### src/rtl/assert_macros.svh
// assertion macros shared by the radar cone gate rtl
`ifndef ASSERT_MACROS_SVH
`define ASSERT_MACROS_SVH

// cond in a cycle implies expr in the same cycle
`define RCG_ASSERT_IMPLY(label, clk, rst, cond, expr) \
   label: assert property (@(posedge clk) disable iff (rst) (cond) |-> (expr)) \
      else $error("assertion failed");

// cond in a cycle implies expr later, after the delay n given to ##
`define RCG_ASSERT_DELAY(label, clk, rst, cond, n, expr) \
   label: assert property (@(posedge clk) disable iff (rst) (cond) |-> ##n (expr)) \
      else $error("assertion failed");

`endif

### src/rtl/rcg_pkg.sv
// types, constants and the arctangent table of the radar cone gate
package rcg_pkg;

   localparam int COORD_W     = 29;
   localparam int DIFF_W      = 30;
   localparam int SQ_W        = 60;
   localparam int LIM_SQ_W    = 58;
   localparam int CW          = 34;
   localparam int ANGLE_W     = 32;
   localparam int BEARING_W   = 16;
   localparam int TAG_W       = 10;
   localparam int CSR_INDEX_W = 3;
   localparam int CSR_DATA_W  = 29;

   localparam logic [ANGLE_W-1:0]   HALF_TURN         = 32'h8000_0000;
   localparam logic [ANGLE_W-1:0]   ROUND_HALF        = 32'h0000_8000;
   localparam logic [BEARING_W-1:0] HALF_ANGLE_RESET  = 16'd8192;

   typedef enum logic [CSR_INDEX_W-1:0] {
      CSR_CENTER_LAT  = 3'd0,
      CSR_CENTER_LON  = 3'd1,
      CSR_HEADING     = 3'd2,
      CSR_HALF_ANGLE  = 3'd3,
      CSR_RANGE_LIMIT = 3'd4
   } csr_index_type;

   typedef struct packed {
      logic [TAG_W-1:0] tag;
      logic             last;
   } rcg_side_type;

   typedef struct packed {
      logic               valid;
      logic               zero;
      logic [ANGLE_W-1:0] angle;
      rcg_side_type       side;
   } rcg_cordic_type;

   // atan(2^-i) as a 32-bit binary angle, rounded to nearest
   function automatic logic [ANGLE_W-1:0] atan_angle(input int idx);
      logic [ANGLE_W-1:0] a;
      case (idx)
         0:       a = 32'd536870912;
         1:       a = 32'd316933406;
         2:       a = 32'd167458907;
         3:       a = 32'd85004756;
         4:       a = 32'd42667331;
         5:       a = 32'd21354465;
         6:       a = 32'd10679838;
         7:       a = 32'd5340245;
         8:       a = 32'd2670163;
         9:       a = 32'd1335087;
         10:      a = 32'd667544;
         11:      a = 32'd333772;
         12:      a = 32'd166886;
         13:      a = 32'd83443;
         14:      a = 32'd41722;
         15:      a = 32'd20861;
         16:      a = 32'd10430;
         17:      a = 32'd5215;
         18:      a = 32'd2608;
         19:      a = 32'd1304;
         20:      a = 32'd652;
         21:      a = 32'd326;
         22:      a = 32'd163;
         23:      a = 32'd81;
         default: a = '0;
      endcase
      return a;
   endfunction

endpackage

### src/rtl/rcg_cordic.sv
// pipelined vectoring cordic: one rotation step per register stage
module rcg_cordic #(
   parameter int STEPS = 16
) (
   input  logic                                  clock,
   input  logic                                  reset,
   input  logic                                  in_valid,
   input  logic signed [rcg_pkg::DIFF_W-1:0]     in_dlat,
   input  logic signed [rcg_pkg::DIFF_W-1:0]     in_dlon,
   input  rcg_pkg::rcg_side_type                 in_side,
   output rcg_pkg::rcg_cordic_type               result
);
   import rcg_pkg::*;

   logic signed [CW-1:0] x_ff [0:STEPS-1];
   logic signed [CW-1:0] y_ff [0:STEPS-1];
   logic signed [CW-1:0] x_in [0:STEPS-1];
   logic signed [CW-1:0] y_in [0:STEPS-1];
   logic [ANGLE_W-1:0]   z_ff [0:STEPS];
   logic [ANGLE_W-1:0]   z_in [0:STEPS];
   logic                 valid_ff [0:STEPS];
   logic                 zero_ff [0:STEPS];
   rcg_side_type         side_ff [0:STEPS];

   always_comb begin
      logic up;
      // left half plane: turn by half a turn first
      if (in_dlat[DIFF_W-1]) begin
         x_in[0] = -CW'(in_dlat);
         y_in[0] = -CW'(in_dlon);
         z_in[0] = HALF_TURN;
      end else begin
         x_in[0] = CW'(in_dlat);
         y_in[0] = CW'(in_dlon);
         z_in[0] = '0;
      end
      for (int k = 0; k < STEPS; k++) begin
         up = !y_ff[k][CW-1] && (y_ff[k] != '0);
         z_in[k+1] = up ? z_ff[k] + atan_angle(k) : z_ff[k] - atan_angle(k);
         if (k < STEPS - 1) begin
            x_in[k+1] = up ? x_ff[k] + (y_ff[k] >>> k) : x_ff[k] - (y_ff[k] >>> k);
            y_in[k+1] = up ? y_ff[k] - (x_ff[k] >>> k) : y_ff[k] + (x_ff[k] >>> k);
         end
      end
   end

   always_ff @(posedge clock) begin
      if (reset) begin
         for (int k = 0; k <= STEPS; k++) begin
            valid_ff[k] <= 1'b0;
         end
      end else begin
         valid_ff[0] <= in_valid;
         for (int k = 0; k < STEPS; k++) begin
            valid_ff[k+1] <= valid_ff[k];
         end
      end
   end

   always_ff @(posedge clock) begin
      zero_ff[0] <= (in_dlat == '0) && (in_dlon == '0);
      side_ff[0] <= in_side;
      for (int k = 0; k < STEPS; k++) begin
         x_ff[k] <= x_in[k];
         y_ff[k] <= y_in[k];
      end
      for (int k = 0; k <= STEPS; k++) begin
         z_ff[k] <= z_in[k];
      end
      for (int k = 0; k < STEPS; k++) begin
         zero_ff[k+1] <= zero_ff[k];
         side_ff[k+1] <= side_ff[k];
      end
   end

   assign result.valid = valid_ff[STEPS];
   assign result.zero  = zero_ff[STEPS];
   assign result.angle = z_ff[STEPS];
   assign result.side  = side_ff[STEPS];

endmodule

### config.mk
export PLATFORM = sky130hd
export DESIGN_NAME = rcg_cordic
export DESIGN_NICKNAME = d
export VERILOG_FILES = /design/src/rtl/assert_macros.svh /design/src/rtl/rcg_pkg.sv /design/src/rtl/rcg_cordic.sv
export SDC_FILE = /design/constraint.sdc
export NUM_CORES = 2
export LEC_CHECK = 0
export ABC_CLOCK_PERIOD_IN_PS = 14050
export BUFFER_PORTS_ARGS = -buffer_cell sky130_fd_sc_hd__buf_2
export CORE_MARGIN = 10
export CORE_UTILIZATION = 30
export DETAILED_ROUTE_END_ITERATION = 10
export HOLD_SLACK_MARGIN = 0.03
export PLACE_DENSITY = 0.49
export SLEW_MARGIN = 20
export SYNTH_ARGS = -nofsm -noshare
export SYNTH_HDL_FRONTEND = slang
export SYNTH_SLANG_ARGS = --single-unit
### constraint.sdc
create_clock -name clock -period 14.05 [get_ports clock]
set_input_delay 1.405 -clock clock [delete_from_list [all_inputs] [get_ports clock]]
set_output_delay 1.405 -clock clock [all_outputs]
set_load 0.02 [all_outputs]
==> qor.yml <==
outcome:
  status: "finished, final reports clean"
die:
  fp.dieH_um: 641
  initial_core_util: 0.302
  core.rowCount: 227
  die_w_um: 641
  ios: 119
  die_area_um2: 411000
  coreArea_um2: 383000
worst_setup_path:
  required_ns: 14.83
  cp.arrival_ns: 8.42
  r2r_slack_ns: 6.41
  critical_path.max_fanout: 49
  path_class: "reg2reg"
  start_kind: "register"
  rr_worst_depth: 25
  end_kind: "register"
clock_network:
  postCtsResizedCells: 0
  clk_pin_slew_ns: 0.06
  numCtsBuffers: 205
  cts_buffer_depth: 4
  cts_hold_buf: 0
  clk_latency_ns: 0.96
  h-tree-depth: 4
  clock_sinks: 1700
  clock-root-buffer: "clkbuf_16"
  cts_setup_buffers: 0
  cts_tree: "built"
logic_synthesis:
  synth_area_leader_cell: "dfxtp_1"
  synth-seq-area-share: 0.294
  yosys.cell_count.top_type: "dfxtp_1"
  synth_cell_types: 85
  syn_area_um2: 116000
  synth_compound_area_frac: 0.222
  yosys_most_used_dff: "dfxtp_1"
  synth.top_cell.area_share: 0.294
  postSynthAreaPerCell_um2: 8.59
  synth_edf_count: 0
  ys_top_cells_by_area: "dfxtp_1 (29%), ha_1 (15%), xnor2_1 (9.4%)"
  syn-instance-count: 13500
  yosys-top-cells-count: "dfxtp_1 (1,700), ha_1 (1,415), a21oi_1 (1,286), xnor2_1 (1,239), nor2_1 (917)"
  synth_xor_area_frac: 0.144
  yosys.area_share.simple: 0.146
  muxShareOfSynthArea: 0.00418
  synth-adder-area-share: 0.160
  synth_top_family_by_area: "compound AO/OA/AOI/OAI gates"
  synthArstFlopShare: 0
  ys_seq_elements: 1700
  yosysWarnings: 0
sta:
  tns_ns: 0
  setup_viol_count_final: 0
  slew_headroom: 0.295
  slew_viol_final: 0
  finalClockSkew_ns: 0.0820
  worstMarginPinSlew_ns: 1.03
  rsz0062_at_grt: "false"
  hold_violations: 0
  fmax_mhz: 131
  period_needed_ns: 7.64
  period_share: 0.544
hold_path:
  hold_path_class: "reg2reg"
  hold_depth: 0
route:
  drt-total-wl_um: 327000
  dr_total_vias: 93500
  drc: 0
  drt_iter0_drc: 4758
  first_pass_iters: 6
  viasPerCell: 4.96
  wl_per_cell_um: 17.3
  drt.antenna.violating_nets: 0
global_route:
  antenna_found_initial: 5
  grt_pass1_vias: 91900
  gr-usage-all-layers: 0.153
  grt_overflow: 0
  grt_start_max_net_pins: 67
  grt_pass1_wl_um: 517000
run:
  maxCapViolations: 0
cells_and_area:
  fin_area_um2: 129000
  synthToLayoutAreaGrowth_pct: 11.7
  nNetsFinal: 15200
  drive_gt1_frac: 0.0482
  fillCellCount: 40200
place:
  post_dp_cell_area_um2: 122000
  place_congestion: 0.869
  portBuffers: 117
  hpwl_um: 266000
## placed cells by master, fill, tap and decap left out, types with 120 or more instances in the layout
cell type,Yosys,layout
a21o_1,596,596
o21bai_1,187,187
nor3_1,327,327
nor2b_1,208,208
nor2_1,917,917
nand2_1,759,759
o21ai_0,766,766
nand4_1,120,120
nand3_1,255,255
inv_1,622,622
clkbuf_16,0,209
o21a_1,224,224
xnor2_1,1239,1239
dfxtp_1,1700,1700
a21oi_1,1286,1285
ha_1,1415,1415
nand2b_1,265,255
o31ai_1,221,221
xor2_1,662,662
## critical path: stages (launching register included)
cell and delay, ns:
dfxtp_1 0.37, nor4_1 0.40, nand2b_1 0.14, nor3b_1 0.52, nand2_1 0.26, or4_1 0.54
or4_1 0.48, nor3_1 0.15, nand3_1 0.17, nand2b_2 0.13, buf_4 0.55, inv_2 0.04
buf_4 0.32, a21boi_0 0.27, ha_1 0.25, nor2b_1 0.14, o31a_1 0.27, o41a_1 0.36
nor4b_1 0.67, o31a_1 0.24, nor3_1 0.10, a211o_1 0.31, a21oi_1 0.40, nor2_1 0.08
a21oi_1 0.19, xnor2_1 0.13
## path summary, 6_finish.rpt
| check | start | end |
|---|---|---|
| setup / recovery | y_ff[0][108] | y_ff[0][165] |
| hold reg to reg | side_ff[0][152] | side_ff[0][163] |
| hold / removal | side_ff[0][152] | side_ff[0][163] |
| setup reg to reg | y_ff[0][108] | y_ff[0][165] |
## state kept, by name, indices dropped and copies added, names as in the netlist
| signal | flops |
|---|---|
| z_ff | 440 |
| x_ff | 495 |
| zero_ff | 17 |
| side_ff | 187 |
| y_ff | 544 |
| valid_ff | 17 |
## final cells by class
class	instances	area (µm²)	share of cell area
clock buffers	266	5770	0.0447
well taps	5038	6300	0.0488
flip-flops and latches	1700	34000	0.263
repair buffers	159	901	0.00697
diodes	21	52.6	0.000407
inverters	632	2370	0.0184
multi-input cells	10900	78500	0.607
clock inverters	108	1290	0.0100
## cell families (layout without fill, tap and decap cells)
family	Yosys count	in the layout
xor gates and xnor gates	1901	1901
DFF	1700	1700
muxes	47	47
other	1	68
AOI/OAI and AO/OA	4042	4042
and+or+nand+nor	3441	3441
buffers and inverters	877	1165
adders and majority gates	1456	1456
## through the flow
step | instances | hold WS, ns | setup slack, ns | util
CTS | 18800 | 0.294 | 6.51 | 0.337
global placement | 18500 | 0.310 | 6.50 | 0.319
detailed placement | 18500 | 0.312 | 6.57 | 0.319
floorplan | 13500 | 0.310 | 8.02 | -
global route | 18900 | 0.315 | 5.83 | 0.337
finish | 18900 | 0.304 | 6.41 | 0.337
## layer usage
metal,vias up,global-route usage,wire length [µm]
li1,48700,-,-
met1,43200,0.189,147000
met2,1193,0.278,161000
met3,501,0.0162,9020
met4,2,0.0463,10300
met5,-,0,13
Power is left out: the tool's default activity adds up to more than one toggle a clock period on the data nets, which glitch-free logic cannot reach.
